## config.mk

```make
export PLATFORM = sky130hd
export DESIGN_NAME = bldc_hall_six_step_commutator_unit
export DESIGN_NICKNAME = d
export VERILOG_FILES = /design/src/hw/rtl/bhsc_pkg.sv /design/src/hw/rtl/bhsc_cfg.sv /design/src/hw/rtl/bhsc_core.sv /design/src/hw/rtl/bldc_hall_six_step_commutator_unit.sv
export SDC_FILE = /design/constraint.sdc
export NUM_CORES = 1
export LEC_CHECK = 0
export BUFFER_PORTS_ARGS = -buffer_cell sky130_fd_sc_hd__buf_2
export CAP_MARGIN = 0
export CORE_MARGIN = 4
export CORE_UTILIZATION = 51
export CTS_CLUSTER_DIAMETER = 60
export DETAILED_ROUTE_END_ITERATION = 12
export PLACE_DENSITY = 0.76
export SKIP_CTS_REPAIR_TIMING = 1
export SYNTH_ARGS = -nofsm -noshare
export SYNTH_HDL_FRONTEND = slang
export SYNTH_SLANG_ARGS = --single-unit
```

## constraint.sdc

```tcl
create_clock -name clk -period 3.3 [get_ports clk]
set_input_delay 0.165 -clock clk [delete_from_list [all_inputs] [get_ports clk]]
set_output_delay 0.165 -clock clk [all_outputs]
set_load 0.01 [all_outputs]
```

## src/hw/rtl/bhsc_pkg.sv

```systemverilog
// Shared types, codes and constants for the hall-sensor six-step commutator.
`timescale 1ns / 1ps

package bhsc_pkg;

  // Fixed field widths of the block's ports.
  localparam int DUTY_W       = 16;
  localparam int STEP_W       = 3;
  localparam int HALL_W       = 3;
  localparam int LIMIT_W      = 4;
  localparam int EDGE_W       = 16;
  localparam int TABLE_W      = 36;
  localparam int CFG_IDX_W    = 2;

  // Default compare resolution.
  localparam int DUTY_BITS_DEF = 16;

  // Step table layout: six entries per direction, twelve in all.
  localparam int STEPS_PER_DIR = 6;
  localparam int TABLE_ENTRIES = 12;
  localparam int TABLE_SLOTS   = 16;

  // Reset value of the invalid-code limit.
  localparam logic [LIMIT_W-1:0] HALL_LIMIT_RST = 4'd10;

  // Hall codes that never occur on a healthy sensor.
  localparam logic [HALL_W-1:0] HALL_ALL_LOW  = 3'd0;
  localparam logic [HALL_W-1:0] HALL_ALL_HIGH = 3'd7;

  // Highest step that drives a phase.
  localparam logic [STEP_W-1:0] STEP_MAX = 3'd5;

  // Low-side switch patterns: bit 0 phase A, bit 1 phase B, bit 2 phase C.
  localparam logic [2:0] LOW_OFF = 3'b000;
  localparam logic [2:0] LOW_A   = 3'b001;
  localparam logic [2:0] LOW_B   = 3'b010;
  localparam logic [2:0] LOW_C   = 3'b100;

  typedef logic [DUTY_W-1:0] duty_t;

  // Operation codes carried by an input item.
  typedef enum logic [1:0] {
    OP_HALL  = 2'd0,
    OP_START = 2'd1,
    OP_STOP  = 2'd2,
    OP_DUTY  = 2'd3
  } op_t;

  // Configuration register indexes.
  typedef enum logic [CFG_IDX_W-1:0] {
    CFG_DIRECTION  = 2'd0,
    CFG_STEP_TABLE = 2'd1,
    CFG_HALL_LIMIT = 2'd2
  } cfg_idx_t;

  // Configuration seen by the datapath.
  typedef struct packed {
    logic                 direction;
    logic [TABLE_W-1:0]   step_table;
    logic [LIMIT_W-1:0]   hall_fault_limit;
  } cfg_t;

  // One registered input item.
  typedef struct packed {
    op_t                op;
    logic [HALL_W-1:0]  hall;
    duty_t              duty;
    logic               fault;
    logic               ext_error;
  } item_t;

  // One result item.
  typedef struct packed {
    duty_t              duty_a;
    duty_t              duty_b;
    duty_t              duty_c;
    logic [2:0]         low;
    logic [STEP_W-1:0]  step;
    logic               running;
    logic               error;
    logic [EDGE_W-1:0]  edge_count;
  } result_t;

endpackage

```

## src/hw/rtl/bhsc_cfg.sv

```systemverilog
// Configuration register bank of the hall-sensor six-step commutator.
`timescale 1ns / 1ps

module bhsc_cfg (
  input  logic                             clk,
  input  logic                             rst_n,
  input  logic                             cfg_valid,
  input  logic [bhsc_pkg::CFG_IDX_W-1:0]   cfg_index,
  input  logic [bhsc_pkg::TABLE_W-1:0]     cfg_wdata,
  output logic                             cfg_ready,
  output bhsc_pkg::cfg_t                   cfg
);

  bhsc_pkg::cfg_t cfg_r;
  bhsc_pkg::cfg_t cfg_nxt;

  // Writes are always taken.
  assign cfg_ready = 1'b1;

  // Decode the register index; indexes past the list are dropped.
  always_comb begin
    cfg_nxt = cfg_r;
    if (cfg_valid) begin
      unique case (bhsc_pkg::cfg_idx_t'(cfg_index))
        bhsc_pkg::CFG_DIRECTION: begin
          cfg_nxt.direction = cfg_wdata[0];
        end
        bhsc_pkg::CFG_STEP_TABLE: begin
          cfg_nxt.step_table = cfg_wdata;
        end
        bhsc_pkg::CFG_HALL_LIMIT: begin
          cfg_nxt.hall_fault_limit = cfg_wdata[bhsc_pkg::LIMIT_W-1:0];
        end
        default: begin
          cfg_nxt = cfg_r;
        end
      endcase
    end
  end

  always_ff @(posedge clk) begin
    if (!rst_n) begin
      cfg_r.direction        <= 1'b0;
      cfg_r.step_table       <= '0;
      cfg_r.hall_fault_limit <= bhsc_pkg::HALL_LIMIT_RST;
    end else begin
      cfg_r <= cfg_nxt;
    end
  end

  assign cfg = cfg_r;

endmodule

```

## src/hw/rtl/bhsc_core.sv

```systemverilog
// Commutation state and the single-pass update applied to each registered item.
`timescale 1ns / 1ps

module bhsc_core #(
  parameter int DUTY_BITS = bhsc_pkg::DUTY_BITS_DEF
) (
  input  logic                clk,
  input  logic                rst_n,
  input  logic                fire,
  input  bhsc_pkg::item_t     item,
  input  bhsc_pkg::cfg_t      cfg,
  output bhsc_pkg::result_t   res
);

  logic                                run_r, run_nxt;
  logic [bhsc_pkg::STEP_W-1:0]         last_step_r, last_step_nxt;
  logic [bhsc_pkg::LIMIT_W-1:0]        bad_cnt_r, bad_cnt_nxt;
  logic                                err_r, err_nxt;
  logic [bhsc_pkg::EDGE_W-1:0]         edges_r, edges_nxt;
  logic [DUTY_BITS-1:0]                cmp_r   [3];
  logic [DUTY_BITS-1:0]                cmp_nxt [3];
  logic [2:0]                          low_r, low_nxt;

  logic [2:0]                          tbl [bhsc_pkg::TABLE_SLOTS];
  logic [3:0]                          entry;
  logic [bhsc_pkg::STEP_W-1:0]         tbl_step;
  logic                                hall_ok;
  logic                                err_in;
  logic [bhsc_pkg::LIMIT_W:0]          cnt_inc;
  logic                                cnt_sat;
  logic [DUTY_BITS-1:0]                duty_m;

  // Unpack the step table into twelve entries; unused slots read as zero.
  for (genvar g = 0; g < bhsc_pkg::TABLE_SLOTS; g++) begin : g_tbl
    if (g < bhsc_pkg::TABLE_ENTRIES) begin : g_used
      assign tbl[g] = cfg.step_table[3*g +: 3];
    end else begin : g_unused
      assign tbl[g] = '0;
    end
  end

  // Table entry is direction * 6 + hall - 1.
  assign entry    = (cfg.direction ? 4'(bhsc_pkg::STEPS_PER_DIR) : 4'd0)
                  + 4'(item.hall) - 4'd1;
  assign tbl_step = tbl[entry];

  // Hall code check and the saturating invalid-code counter.
  assign hall_ok = (item.hall != bhsc_pkg::HALL_ALL_LOW) &&
                   (item.hall != bhsc_pkg::HALL_ALL_HIGH);
  assign cnt_inc = {1'b0, bad_cnt_r} + 5'd1;
  assign cnt_sat = cnt_inc >= {1'b0, cfg.hall_fault_limit};

  // An external error latches before anything else in the item.
  assign err_in = err_r | item.ext_error;
  assign duty_m = item.duty[DUTY_BITS-1:0];

  // Next state for the item.
  always_comb begin
    logic                        do_comm;
    logic [bhsc_pkg::STEP_W-1:0] comm_step;
    logic                        do_drive;
    logic [bhsc_pkg::STEP_W-1:0] drive_step;

    run_nxt       = run_r;
    last_step_nxt = last_step_r;
    bad_cnt_nxt   = bad_cnt_r;
    err_nxt       = err_in;
    edges_nxt     = edges_r;
    cmp_nxt       = cmp_r;
    low_nxt       = low_r;
    do_comm       = 1'b0;
    comm_step     = tbl_step;
    do_drive      = 1'b0;
    drive_step    = last_step_r;

    unique case (item.op)
      bhsc_pkg::OP_HALL, bhsc_pkg::OP_START: begin
        if (hall_ok) begin
          bad_cnt_nxt = '0;
          if (item.op == bhsc_pkg::OP_HALL) begin
            edges_nxt = edges_r + 1'b1;
            do_comm   = run_r && !err_in;
          end else begin
            run_nxt = 1'b1;
            do_comm = 1'b1;
          end
        end else begin
          bad_cnt_nxt = cnt_sat ? cfg.hall_fault_limit : cnt_inc[bhsc_pkg::LIMIT_W-1:0];
          err_nxt     = err_in | cnt_sat;
        end
      end
      bhsc_pkg::OP_STOP: begin
        run_nxt = 1'b0;
        cmp_nxt = '{default: '0};
        low_nxt = bhsc_pkg::LOW_OFF;
      end
      bhsc_pkg::OP_DUTY: begin
        do_drive = 1'b1;
      end
      default: begin
        run_nxt = run_r;
      end
    endcase

    // Commutation: a fault turns everything off and keeps the last step.
    if (do_comm) begin
      if (item.fault) begin
        cmp_nxt = '{default: '0};
        low_nxt = bhsc_pkg::LOW_OFF;
      end else begin
        last_step_nxt = comm_step;
        if (comm_step > bhsc_pkg::STEP_MAX) begin
          cmp_nxt = '{default: '0};
          low_nxt = bhsc_pkg::LOW_OFF;
        end else begin
          do_drive   = 1'b1;
          drive_step = comm_step;
          unique case (comm_step)
            3'd0, 3'd5: low_nxt = bhsc_pkg::LOW_B;
            3'd1, 3'd2: low_nxt = bhsc_pkg::LOW_C;
            default:    low_nxt = bhsc_pkg::LOW_A;
          endcase
        end
      end
    end

    // High-side compare: one phase gets the duty, steps six and seven do nothing.
    if (do_drive) begin
      unique case (drive_step[2:1])
        2'd0: begin
          cmp_nxt    = '{default: '0};
          cmp_nxt[0] = duty_m;
        end
        2'd1: begin
          cmp_nxt    = '{default: '0};
          cmp_nxt[1] = duty_m;
        end
        2'd2: begin
          cmp_nxt    = '{default: '0};
          cmp_nxt[2] = duty_m;
        end
        default: begin
          cmp_nxt = cmp_nxt;
        end
      endcase
    end
  end

  // State registers advance only when an item completes.
  always_ff @(posedge clk) begin
    if (!rst_n) begin
      run_r       <= 1'b0;
      last_step_r <= '0;
      bad_cnt_r   <= '0;
      err_r       <= 1'b0;
      edges_r     <= '0;
      cmp_r       <= '{default: '0};
      low_r       <= bhsc_pkg::LOW_OFF;
    end else if (fire) begin
      run_r       <= run_nxt;
      last_step_r <= last_step_nxt;
      bad_cnt_r   <= bad_cnt_nxt;
      err_r       <= err_nxt;
      edges_r     <= edges_nxt;
      cmp_r       <= cmp_nxt;
      low_r       <= low_nxt;
    end
  end

  // The result reports the state after the update.
  always_comb begin
    res.duty_a     = bhsc_pkg::duty_t'(cmp_nxt[0]);
    res.duty_b     = bhsc_pkg::duty_t'(cmp_nxt[1]);
    res.duty_c     = bhsc_pkg::duty_t'(cmp_nxt[2]);
    res.low        = low_nxt;
    res.step       = last_step_nxt;
    res.running    = run_nxt;
    res.error      = err_nxt;
    res.edge_count = edges_nxt;
  end

endmodule

```

## src/hw/rtl/bldc_hall_six_step_commutator_unit.sv

```systemverilog
// Top level of the hall-sensor six-step commutator: input and result registers.
//
// Usage:
//   The input channel (in_valid/in_ready) carries one event per transfer: a
//   hall edge, start, stop or duty update, with the hall code, duty value and
//   fault flags. Every event produces exactly one result on the output
//   channel (out_valid/out_ready): the three high-side compare values, the
//   three low-side switch states, the last step, run and error flags and the
//   count of valid hall edges.
//   The configuration channel (cfg_valid/cfg_ready) writes direction (0),
//   step table (1) or hall fault limit (2); it is always ready and should be
//   used only while no event is in flight.
//   An event passes the input register and then the result register before
//   out_valid rises. One event is taken every cycle while the receiver
//   keeps up: the update is a single table lookup and compare selection
//   between the input register and the result register.
//   When the receiver stalls, the result register holds and the input
//   register still takes one more event; in_ready drops only when both hold.
//   Reset (synchronous, rst_n low) clears all flags, counters, compares and
//   switches, and loads the hall fault limit with 10.
`timescale 1ns / 1ps

module bldc_hall_six_step_commutator_unit #(
  parameter int DUTY_BITS = bhsc_pkg::DUTY_BITS_DEF
) (
  input  logic                            clk,
  input  logic                            rst_n,
  // Configuration channel
  input  logic                            cfg_valid,
  output logic                            cfg_ready,
  input  logic [bhsc_pkg::CFG_IDX_W-1:0]  cfg_index,
  input  logic [bhsc_pkg::TABLE_W-1:0]    cfg_wdata,
  // Input channel
  input  logic                            in_valid,
  output logic                            in_ready,
  input  logic [1:0]                      in_op,
  input  logic [bhsc_pkg::HALL_W-1:0]     in_hall,
  input  logic [bhsc_pkg::DUTY_W-1:0]     in_duty,
  input  logic                            in_fault,
  input  logic                            in_ext_error,
  // Result channel
  output logic                            out_valid,
  input  logic                            out_ready,
  output logic [bhsc_pkg::DUTY_W-1:0]     out_duty_a,
  output logic [bhsc_pkg::DUTY_W-1:0]     out_duty_b,
  output logic [bhsc_pkg::DUTY_W-1:0]     out_duty_c,
  output logic                            out_low_a,
  output logic                            out_low_b,
  output logic                            out_low_c,
  output logic [bhsc_pkg::STEP_W-1:0]     out_step,
  output logic                            out_running,
  output logic                            out_error,
  output logic [bhsc_pkg::EDGE_W-1:0]     out_edge_count
);

  bhsc_pkg::cfg_t     cfg;
  bhsc_pkg::item_t    item_r, item_nxt;
  logic               item_vld_r, item_vld_nxt;
  bhsc_pkg::result_t  res;
  bhsc_pkg::result_t  res_r, res_nxt;
  logic               res_vld_r, res_vld_nxt;
  logic               advance;
  logic               fire;
  logic               in_xfer;

  bhsc_cfg u_cfg (
    .clk       (clk),
    .rst_n     (rst_n),
    .cfg_valid (cfg_valid),
    .cfg_index (cfg_index),
    .cfg_wdata (cfg_wdata),
    .cfg_ready (cfg_ready),
    .cfg       (cfg)
  );

  // Pipeline control: the item moves on when the result register is free.
  assign advance  = !res_vld_r || out_ready;
  assign fire     = item_vld_r && advance;
  assign in_ready = !item_vld_r || advance;
  assign in_xfer  = in_valid && in_ready;

  // Input register.
  always_comb begin
    item_nxt     = item_r;
    item_vld_nxt = item_vld_r;
    if (in_xfer) begin
      item_nxt.op        = bhsc_pkg::op_t'(in_op);
      item_nxt.hall      = in_hall;
      item_nxt.duty      = in_duty;
      item_nxt.fault     = in_fault;
      item_nxt.ext_error = in_ext_error;
      item_vld_nxt       = 1'b1;
    end else if (fire) begin
      item_vld_nxt = 1'b0;
    end
  end

  bhsc_core #(
    .DUTY_BITS (DUTY_BITS)
  ) u_core (
    .clk   (clk),
    .rst_n (rst_n),
    .fire  (fire),
    .item  (item_r),
    .cfg   (cfg),
    .res   (res)
  );

  // Result register.
  always_comb begin
    res_nxt     = res_r;
    res_vld_nxt = res_vld_r;
    if (fire) begin
      res_nxt     = res;
      res_vld_nxt = 1'b1;
    end else if (out_ready) begin
      res_vld_nxt = 1'b0;
    end
  end

  always_ff @(posedge clk) begin
    if (!rst_n) begin
      item_vld_r <= 1'b0;
      res_vld_r  <= 1'b0;
    end else begin
      item_vld_r <= item_vld_nxt;
      res_vld_r  <= res_vld_nxt;
    end
  end

  always_ff @(posedge clk) begin
    item_r <= item_nxt;
    res_r  <= res_nxt;
  end

  // Result channel outputs.
  assign out_valid      = res_vld_r;
  assign out_duty_a     = res_r.duty_a;
  assign out_duty_b     = res_r.duty_b;
  assign out_duty_c     = res_r.duty_c;
  assign out_low_a      = res_r.low[0];
  assign out_low_b      = res_r.low[1];
  assign out_low_c      = res_r.low[2];
  assign out_step       = res_r.step;
  assign out_running    = res_r.running;
  assign out_error      = res_r.error;
  assign out_edge_count = res_r.edge_count;

endmodule

```

[Yosys cells after proc, flatten, opt, wreduce, memory -nomap -nowiden]
Index checks and enable logic that the tools add are counted.
Widths: inputs -> output; s select.
Operators by class
  add/subtract/negate cells: 4
  bitwise operators: 3
  muxes and demuxes: 41
  $lt $le $gt $ge: 3
  reduce and logical (&&, ||, !) cells: 23
  eq/ne operators: 11
Operator list (number)
  $mux 48: 5
  $pmux 48 s3: 1
  $mux 16: 3
  $mux 3: 12
  $add 16x1->16 const B: 1
  $mux 1: 15
  $bmux 3 s4: 1
  $eq 2x2->1 const B: 4
  $mux 4: 2
  $reduce_and 2->1: 4
  $eq 2x1->1 const B: 3
  $logic_not 2->1: 3
  $pmux 3 s2: 1
  $reduce_or 2->1: 3
  $add 4x1->5 const B: 1
  $ge 5x4->1: 1
  $ge 5x5->1 const B: 1
  $not 4->5: 1
  $add 4x3->4: 1
  $logic_and 1x1->1: 4
  $reduce_bool 2->1: 2
  $sub 4x1->4 const B: 1
  $eq 3x1->1 const B: 1
  $eq 3x2->1 const B: 1
  9 further kinds: 13
Word-level totals
  logic and storage cells: 112
  output and inout bits: 75
  bits of input ports: 66
  flip-flop bits (word level): 214

[Depth between registers and ports, before layout]
Gate-level depths: netlist of the first run.
  depth in word-level cells: 14
  depth in mapped cells: 17
  gate-level depth less buffers: 13

[Modules after synthesis]
A second synthesis of the first run with hierarchy kept.
Second synthesis, totals
  cells, all modules: 727
  area total of the unflattened synthesis: 8949.8 sq um
By module, submodules not included
  bhsc_core: area an instance 4304.1 sq um, seq. area each 1521.5 sq um, times used 1, cells an instance 443
  bldc_hall_six_step_commutator_unit: area an instance 2956.6 sq um, seq. area each 2892.8 sq um, times used 1, cells an instance 104
  bhsc_cfg: area an instance 1689.1 sq um, seq. area each 820.8 sq um, times used 1, cells an instance 180

[Least setup slack after synthesis of the first run]
OpenSTA, ideal clock, no wires.
  kind: reg2reg
  from: register res_vld_r (netlist: out_valid)
  to: register u_core.low_r[2]
  cell stages (with the launch flop): 7
  period minus slack after synthesis: 3.556 ns
  required time: 3.226 ns
  library setup time: 0.074 ns
  buffers on the path: 1
  data arrival time: 3.482 ns
  path slack: -0.256 ns
  cells stage by stage: dfxtp_1 nor2b_1 nand2b_1 inv_1 clkbuf_1 a22oi_1 nor2b_1
On the way
  word-level cells in the longest chain between the ends: 3
RTL lines
  start: declaration: RTL line bldc_hall_six_step_commutator_unit.sv:61  | logic res_vld_r, res_vld_nxt;
  start signal: assignment: RTL line bldc_hall_six_step_commutator_unit.sv:127  | res_vld_r <= res_vld_nxt;
  $logic_not 1->1: RTL line bldc_hall_six_step_commutator_unit.sv:77  | assign advance = !res_vld_r || out_ready;
  $logic_or 1x1->1: RTL line bldc_hall_six_step_commutator_unit.sv:77
  $logic_and 1x1->1: RTL line bldc_hall_six_step_commutator_unit.sv:78  | assign fire = item_vld_r && advance;
  net fire: RTL line bldc_hall_six_step_commutator_unit.sv:63  | logic fire;
  end signal: assignment: RTL line bhsc_core.sv:158  | low_r <= bhsc_pkg::LOW_OFF;
  end signal: assignment: RTL line bhsc_core.sv:166  | low_r <= low_nxt;
  end: declaration: RTL line bhsc_core.sv:22  | logic [2:0] low_r, low_nxt;
The timed path passes the listed nets, and every way through them passes these cells.
A chain may end at the register's enable or synchronous reset.

==> results of run 1 <==
metal layers:
metal / vias to the layer above / part of all wire (%)
met5: - / 0
met4: 0 / 2.0
met3: 35 / 7.7
met2: 277 / 48
met1: 3208 / 43
li1: 3175 / -
cell usage in the layout, fill, tap and decap left out, types with 5 or more instances in the layout:
cell           instances
nor2b_1               12
inv_1                  8
clkbuf_16             23
xor2_1                13
dfxtp_1              119
or3_1                  8
a32o_1                96
mux4_2                 5
nand2b_1               8
edfxtp_1              95
o21ai_0               11
mux2i_1                9
buf_4                 22
buf_6                  6
xnor2_1               16
nand3_1                8
nor2_1                22
a21boi_0              45
dlygate4sd3_1         60
ha_1                   9
nand2_1              103
clkbuf_1               7
and2_4                 6
nor3b_1                5
clkinv_2               5
and2_1                11
buf_2                139
worst min-delay path: cells and delay by family:
| kind | cells | cell delay [ns] |
|---|---|---|
| AOI/OAI and AO/OA | 1 | 0.17 |
| buffers and inverters | 1 | 0.08 |
| and+or+nand+nor | 1 | 0.06 |
sequential cells by signal, indices dropped and copies added, names as in the netlist, 16 cells and up:
name	flops
out_duty_a	16
out_duty_c	16
out_edge_count	16
item_r	23
u_core.cmp_r	48
u_cfg.cfg	41
out_duty_b	16
u_core.edges_r	16
area by class of cell:
class | instances | area, um2 | area share, %
timing repair buffer | 229 | 1570 | 13.9
clock inverter | 8 | 47.5 | 0.422
inverter | 9 | 35.0 | 0.311
multi-input combinational | 458 | 3450 | 30.6
clock buffer | 34 | 657 | 5.82
sequential | 214 | 5240 | 46.4
tap | 225 | 282 | 2.50
metrics by stage:
step	hold slack, ns	instance area [um2]	util [%]	setup TNS [ns]
floorplan	0.264	8940	-	0
global placement	0.342	9860	57.2	-0.988
detailed placement	0.344	9860	57.2	-2.30
CTS	-0.177	10600	61.3	-3.62
global route	0.0303	11300	65.4	-8.97
finish	0.0322	11300	65.4	0
logic make-up after synthesis:
family	Yosys count
flip-flops	214
AND/OR/NAND/NOR	209
AO/OA/AOI/OAI	187
buffers and inverters	64
XOR/XNOR	29
multiplexers	20
adder cells (fa/ha/maj)	10
other	1
final timing paths:
path              endpoint          start
max reg2reg  out_duty_c[4]     item_r[19]
min              out_valid      out_ready
max          out_duty_c[4]     item_r[19]
min reg2reg  u_cfg.cfg[17]  u_cfg.cfg[17]
power by group:
part	switching (W)	leakage, nW	internal, W
Sequential	0.0000614	1.89	0.00286
Combinational	0.000331	2.10	0.000287
Clock	0.000995	0.350	0.00138
Total	0.00139	4.34	0.00453
==> impl_results.md, run 1 <==
* Routed vias at 6695
* Fillers at 1269
* Most common flop cell mapped by yosys: dfxtp_1
* Clock Path Buffers at 3
* Slowest CP cell: fa_2
* Crit-path most repeated cell: inv_1
* CP arrival at 3.53 ns
* Critical Path RT at 3.55 ns
* Post-Synth XOR/XNOR Area at 2.84%
* Setup violators final at 0
* Min-Delay Path Class: primary input to register
* Die Ht at 140 um
* Clock sink total at 214
* Core area at 0.0172 mm2
* Tmin final at 3.28 ns
* Non-Filler Instances at 1177
* DP Worst Slack at -0.138 ns
* Post-DP HPWL at 12500 um
* RSZ-0062 raised after global routing: yes
* Met1 Usage GRT at 27.6%
* CTS H-tree depth at 1
* Reg2reg setup slack at 0.02 ns
* Pleak at 4.34 nW
* Vias/cell at 5.69
* Largest net degree at the start of global routing at 70
* Synth unique cells at 63
* Final RePlAce weighted congestion at 0.841
* Final nets at 1011
* Synth warn at 0
* N_diodes at 0
* Starting Density at 51.8%
* Total power at 0.00592 W
* Clock latency at the later pin of the worst-skew pair at 0.50 ns
* Clk_skew at 0.00909 ns
* Initial drt markers at 647
* Layout cells sized above 1 at 25.1%
* Overflow after GRT at 0
* Crit path depth at 15
* Sequential element share of the synthesized area at 58.6%
* First-pass GRT wire length at 31000 um
* Max-cap violations at 0
* Critical-path cell list: inv_1 -> ha_1 -> inv_1 -> ha_1 -> inv_1 -> fa_2 -> buf_6 -> mux2i_2 -> a22oi_2 -> a31oi_4 -> buf_6 -> nand2_2 -> o21a_4 -> buf_4 -> a32o_1
* Post-Synth Adder-Cell Area at 1.49%
* DP Cell Count at 1068
* CP Buf/Inv Count at 6
* WL final at 20800 um
* Capturing element type of the critical path: register
* CP max FO at 14
* Mapped Area at 0.00893 mm2
* Met3 Usage GRT at 3.21%
* Top delay family on crit path: adder cells
* Mapped Avg Cell Area at 12.2 um2
* Crit share post-route at 99.3%
* Clock root buffer: clkbuf_16
* Most used routing layer: met2
* PnR worst setup slack at 0.0239 ns
* Startpoint class of the critical path: register
* Top-count cell post-synth: dfxtp_1
* #FFs+latches synth at 214
* Main combinational cell family by area after synthesis: compound AO/OA/AOI/OAI gates
* Post-synth EDFFs at 95
* Antenna violations before repair at 0
* Cell Pwr Density at 525 mW/mm2
* Critical path type: register to register
* TritonRoute pass-1 iters at 7
* Row cnt at 48
* Max stage delay on crit path at 0.60 ns
* DRC violations left at 0
* CTS Buf Count at 23
* Cells on worst reg2reg path at 15
* Vias in the first global route at 6025
* Peak supply drop at 396 uV
* Final hold viol count at 0
* Routed Antenna Nets at 0
* Status: complete, no violations
* CTS tree: built
* Tightest Pin Transition at 0.703 ns
* Clock-pin transition on the worst setup and hold timing paths at 0.06 ns
* Mux contribution to synthesized area at 3.00%
* Simple-gate share of the synthesized area at 11.7%
* Yosys top cell by area: edfxtp_1
* GRT Resource Usage Total at 18.9%
* Area grow syn2layout at 26.3%
* WL/cell at 17.7 um
* Grt met2 use at 29.4%
* Post-Synthesis Cells at 734
* Top-area cell type share of the netlist area at 31.9%
* Die Area at 0.0197 mm2
* Synth area leaders: edfxtp_1 (32%), dfxtp_1 (27%), a32o_1 (11%), nand2_1 (4.4%), a21boi_0 (3.8%)
* Final Max Slew Viols at 0
* Post-synthesis compound-gate area fraction at 18.8%
* Relative slew slack at 53.2%
* IO Pins at 141
* Top post-synthesis cells by count: dfxtp_1 (119), nand2_1 (104), a32o_1 (96), edfxtp_1 (95), a21boi_0 (45)
* Post-synth net total at 810
* Number of port buffers at 139
* Hold Path Depth at 3
* Achievable Freq at 305 MHz
* Fraction of registers with async set/reset at 0%
* Chip Width at 140 um
No activity file was read; power rests on OpenSTA's default activity.
==> run 2: changes to the inputs <==
--- a/config.mk
+++ b/config.mk
@@ -11,7 +11,7 @@
 export CORE_UTILIZATION = 51
 export CTS_CLUSTER_DIAMETER = 60
 export DETAILED_ROUTE_END_ITERATION = 12
-export PLACE_DENSITY = 0.76
+export PLACE_DENSITY = 0.74
 export SKIP_CTS_REPAIR_TIMING = 1
 export SYNTH_ARGS = -nofsm -noshare
 export SYNTH_HDL_FRONTEND = slang
==> run 2 against run 1 <==
Via count fell by 2.8%; fmax rose by 1.3%; register-to-register slack gained 0.04 ns; critical path type unchanged; first-iteration DRC count is 40% lower; combinational power is 2% higher; worst setup slack improved by 0.041 ns; non-clock buffer count unchanged.
==> impl_results.md, run 2 (synthesized netlist as in run 1, its figures left out) <==
* Multi-input combinational cell area at 0.00348 mm2
* Final Max Slew Viols at 0
* Clock Path Buffers at 3
* Setup violators final at 0
* Max reg flops at 48
* Combinational share of power at 10.5%
* Row cnt at 48
* Metal2 WL at 9710 um
* CP Buf/Inv Count at 4
* Capturing element type of the critical path: register
* Fin area at 0.0114 mm2
* Switching Share at 23.0%
* Min-Delay Path Class: primary input to register
* CTS tree: built
* Final hold viol count at 0
* N_diodes at 0
* Clock network power share at 40.9%
* Critical Path RT at 3.69 ns
* TritonRoute pass-1 iters at 5
* Sequential share of power at 48.5%
* Largest net degree at the start of global routing at 55
* Core area at 0.0172 mm2
* Routed vias at 6506
* CP arrival at 3.63 ns
* Relative slew slack at 52.0%
* Antenna violations before repair at 0
* CP max FO at 9
* Register Area at 0.00524 mm2
* Max-cap violations at 0
* Fillers at 1327
* Largest Register: u_core.cmp_r
* First-pass GRT wire length at 30300 um
* Final nets at 1012
* Die Area at 0.0197 mm2
* Metal-1 WL at 8970 um
* Crit-path most repeated cell: inv_1
* PnR worst setup slack at 0.0647 ns
* IO Pins at 141
* Critical path type: register to register
* Status: complete, no violations
* Post-DP HPWL at 12200 um
* CTS H-tree depth at 1
* Routed Antenna Nets at 0
* Area grow syn2layout at 27.2%
* Slowest CP cell: fa_2
* Non-Filler Instances at 1177
* Die Ht at 140 um
* Met3 wire len at 1300 um
* Starting Density at 51.8%
* Final RePlAce weighted congestion at 0.825
* DP Cell Count at 1066
* Top delay family on crit path: compound AO/OA/AOI/OAI gates
* Total power at 0.00601 W
* Pleak at 4.38 nW
* Switch Pwr at 0.00138 W
* Clk_skew at 0.0123 ns
* Cell Pwr Density at 529 mW/mm2
* Max stage delay on crit path at 0.56 ns
* Clock root buffer: clkbuf_16
* Commonest non-fill, non-tap cells in the layout: buf_2 (139), dfxtp_1 (119), nand2_1 (103)
* DP Worst Slack at -0.0849 ns
* CTS Buf Count at 22
* Vias/cell at 5.53
* Overflow after GRT at 0
* Critical-path cell list: inv_1 -> ha_1 -> inv_1 -> ha_1 -> inv_1 -> fa_2 -> buf_6 -> mux2i_1 -> a32oi_2 -> a31oi_4 -> o21ai_4 -> a22o_4 -> and2_4 -> a32o_1
* Clock sink total at 214
* Number of port buffers at 139
* Chip Width at 140 um
* Peak supply drop at 340 uV
* Crit share post-route at 98.0%
* WL final at 20400 um
* Layout cells sized above 1 at 25.0%
* Top Layer Used: met4
* RSZ-0062 raised after global routing: yes
* Clock latency at the later pin of the worst-skew pair at 0.50 ns
* Clock-pin transition on the worst setup and hold timing paths at 0.06 ns
* WL/cell at 17.3 um
* Dpl cell area at 0.00987 mm2
* Internal at 0.00462 W
* Most common cell after layout, fill and taps aside: buf_2
* DRC violations left at 0
* Tightest Pin Transition at 0.720 ns
* Vias in the first global route at 6019
* GRT Resource Usage Total at 18.4%
* Initial drt markers at 389
* Startpoint class of the critical path: register
* Achievable Freq at 309 MHz
* Tmin final at 3.24 ns
## run 2: path summary, 6_finish.rpt
check                                   start                to  slack, ns  cells past startpoint
worst max-delay path               item_r[19]  u_core.cmp_r[36]       0.06                     14
worst min-delay path                out_ready         out_valid      0.006                      3
worst max register to register     item_r[19]  u_core.cmp_r[36]       0.06                     14
worst min register to register  u_cfg.cfg[34]     u_cfg.cfg[34]       0.46                      2
## run 2: area by class of cell
class,count,area share (%)
Timing Repair Buffer,229,14.1
Inverter,9,0.309
Clock buffer,29,5.08
Sequential cell,214,46.1
Clock inverter,11,1.23
Tap cell,225,2.48
Multi-Input combinational cell,460,30.7
## run 2: routing by layer
metal / track usage (%) / vias up
met5: 0 / -
met2: 30.3 / 204
met1: 24.7 / 3092
met3: 3.72 / 36
li1: - / 3174
met4: 5.20 / 0
## run 2: power groups by stage
stage | Clock, W | Combinational, W | Sequential (W)
after floorplan | 0 | 0.000328 | 0.00298
after global placement | 0 | 0.000505 | 0.00297
after detailed placement | 0 | 0.000512 | 0.00297
after CTS | 0.00251 | 0.000514 | 0.00292
after global routing | 0.00262 | 0.000682 | 0.00292
final | 0.00246 | 0.000633 | 0.00292
## run 2: worst min-delay path: stages
cell	delay, ns
buf_2	0.07
nor2b_1	0.06
o21a_1	0.16
## run 2: metrics by stage
step                      setup TNS [ns]  util, %  hold slack [ns]
final                                  0     65.9          0.00636
after global routing               -3.61     65.9           0.0107
after CTS                          -5.42     61.4           -0.182
after detailed placement           -3.42     57.2            0.343
after global placement                 0     57.2            0.343
after floorplan                        0        -            0.264
==> run 3: changes to the inputs <==
==> constraint.sdc (replaced) <==
create_clock -name clk -period 3.3 [get_ports clk]
set_input_delay 0 -clock clk [delete_from_list [all_inputs] [get_ports clk]]
set_output_delay 0 -clock clk [all_outputs]
set_load 0.01 [all_outputs]
==> run 3 against run 2 <==
Die area is the same; highest routed layer unchanged; non-clock buffer count grew 11; the flow now finishes with violations (negative setup slack); critical path depth is the same.
==> impl_results.md, run 3 (synthesized netlist as in run 1, its figures left out) <==
* Total power at 0.00607 W
* Clock root buffer: clkbuf_16
* Capturing element type of the critical path: register
* Post-DP HPWL at 12200 um
* Chip Width at 140 um
* First-pass GRT wire length at 30700 um
* Tmin final at 3.34 ns
* N_diodes at 0
* Max-cap violations at 0
* DP Worst Slack at -0.0880 ns
* Crit share post-route at 101%
* Clk_skew at 0.0155 ns
* Starting Density at 51.8%
* Final hold viol count at 0
* Routed vias at 6743
* DRC violations left at 0
* Largest Register: u_core.cmp_r
* Commonest non-fill, non-tap cells in the layout: buf_2 (139), dfxtp_1 (118), nand2_1 (103)
* WL final at 21000 um
* TritonRoute pass-1 iters at 5
* RSZ-0062 raised after global routing: yes
* Vias/cell at 5.67
* Hold_sp: cfg_index[1]
* Max reg flops at 48
* IO Pins at 141
* Clock latency at the later pin of the worst-skew pair at 0.50 ns
* Area grow syn2layout at 29.6%
* Final RePlAce weighted congestion at 0.857
* Hold Worst Slack at 0.0544 ns
* Critical Path RT at 3.69 ns
* Status: complete, but fails checks
* Row cnt at 48
* Final core utilization at 67.2%
* CTS H-tree depth at 1
* Die Area at 0.0197 mm2
* Core area at 0.0172 mm2
* Relative slew slack at 19.8%
* Pleak at 4.50 nW
* CTS tree: built
* Cell Pwr Density at 524 mW/mm2
* Hold Path Depth at 4
* Final Max Slew Viols at 0
* Tightest Pin Transition at 1.20 ns
* End of the worst register-to-register path: u_core.cmp_r[47]
* Largest net degree at the start of global routing at 55
* Dpl cell area at 0.00988 mm2
* Fin area at 0.0116 mm2
* Cells on worst reg2reg path at 14
* Min-Delay Path Class: primary input to register
* Fillers at 1284
* Overflow after GRT at 0
* Routed Antenna Nets at 0
* Layout cells sized above 1 at 26.8%
* CTS Buf Count at 23
* Most common cell after layout, fill and taps aside: buf_2
* R2R Path Start: item_r[19]
* Number of port buffers at 139
* Startpoint class of the critical path: register
* CP max FO at 9
* Critical path type: register to register
* WL/cell at 17.7 um
* Initial drt markers at 576
* Final nets at 1023
* Peak supply drop at 335 uV
* Clock Path Buffers at 3
* Vias in the first global route at 6041
* Reg2reg setup slack at -0.04 ns
* Die Ht at 140 um
* Min-Delay Endpoint: u_cfg.cfg[1]
* Achievable Freq at 299 MHz
* Clock sink total at 214
* Failing checks: negative setup slack
* PnR worst setup slack at -0.0429 ns
* Setup violators final at 15
* CP arrival at 3.73 ns
* Clock-pin transition on the worst setup and hold timing paths at 0.06 ns
* Antenna violations before repair at 0
* GRT Resource Usage Total at 18.7%
run 3: cell count changes in the layout (fill, tap and decap cells not counted), moves of 2 or more:
cell	previous run	this run
a32o_2	1	7
clkinv_1	3	0
clkbuf_1	7	4
a32o_1	95	89
bufinv_16	3	0
dlygate4sd3_1	60	67
clkbuf_8	0	6
mux2i_1	11	9
clkbuf_16	24	28
run 3: layout make-up:
cell class / count / area [um2] / share of cell area [%]
Inverter: 9 / 35.0 / 0.303
Timing Repair Buffer: 240 / 1760 / 15.2
Multi-Input combinational cell: 459 / 3510 / 30.3
Clock buffer: 35 / 706 / 6.10
Sequential cell: 214 / 5240 / 45.2
Tap cell: 225 / 282 / 2.43
Clock inverter: 7 / 47.5 / 0.411
run 3: per-stage QoR:
step | setup TNS (ns) | cells
6_report | -0.125 | 1189
5_1_grt | -7.80 | 1189
4_1_cts | -5.19 | 1110
3_5_place_dp | -3.36 | 1068
3_3_place_gp | 0 | 1068
2_1_floorplan | 0 | 734
run 3: per-layer routing:
| metal | vias to the layer above | GRT usage, % | wire length [um] | share of wire (%) |
|---|---|---|---|---|
| met1 | 3249 | 25.7 | 8990 | 43 |
| met4 | 0 | 6.32 | 577 | 2.7 |
| met2 | 249 | 29.8 | 9990 | 47 |
| met3 | 50 | 3.69 | 1490 | 7.1 |
| met5 | - | 0 | 0 | 0 |
| li1 | 3195 | - | - | - |
run 3: worst max path at each step:
stage | from | to | cells past startpoint
after floorplan | item_r[19] | u_core.cmp_r[37] | 17
after global placement | item_r[19] | u_core.cmp_r[15] | 15
after detailed placement | item_r[19] | u_core.cmp_r[0] | 15
after CTS | item_r[19] | u_core.cmp_r[0] | 15
after global routing | item_r[19] | u_core.cmp_r[47] | 14
final | item_r[19] | u_core.cmp_r[47] | 14
run 3: critical path: stages (launching register included):
cell and delay (ns):
edfxtp_1 0.38, inv_1 0.07, ha_1 0.22, inv_1 0.06, ha_1 0.13, inv_1 0.05, fa_2 0.58, buf_6 0.16
mux2i_1 0.25, a22oi_2 0.10, a31oi_4 0.28, o21ai_4 0.12, a22o_4 0.32, and2_4 0.23, a32o_1 0.29
run 3: where the power goes:
part           total, W  leakage [nW]  switching (W)  internal, W
Combinational  0.000672          2.24       0.000353     0.000319
Clock           0.00248         0.375       0.000998      0.00148
Sequential      0.00292          1.89      0.0000563      0.00286
Total           0.00607          4.50        0.00141      0.00466
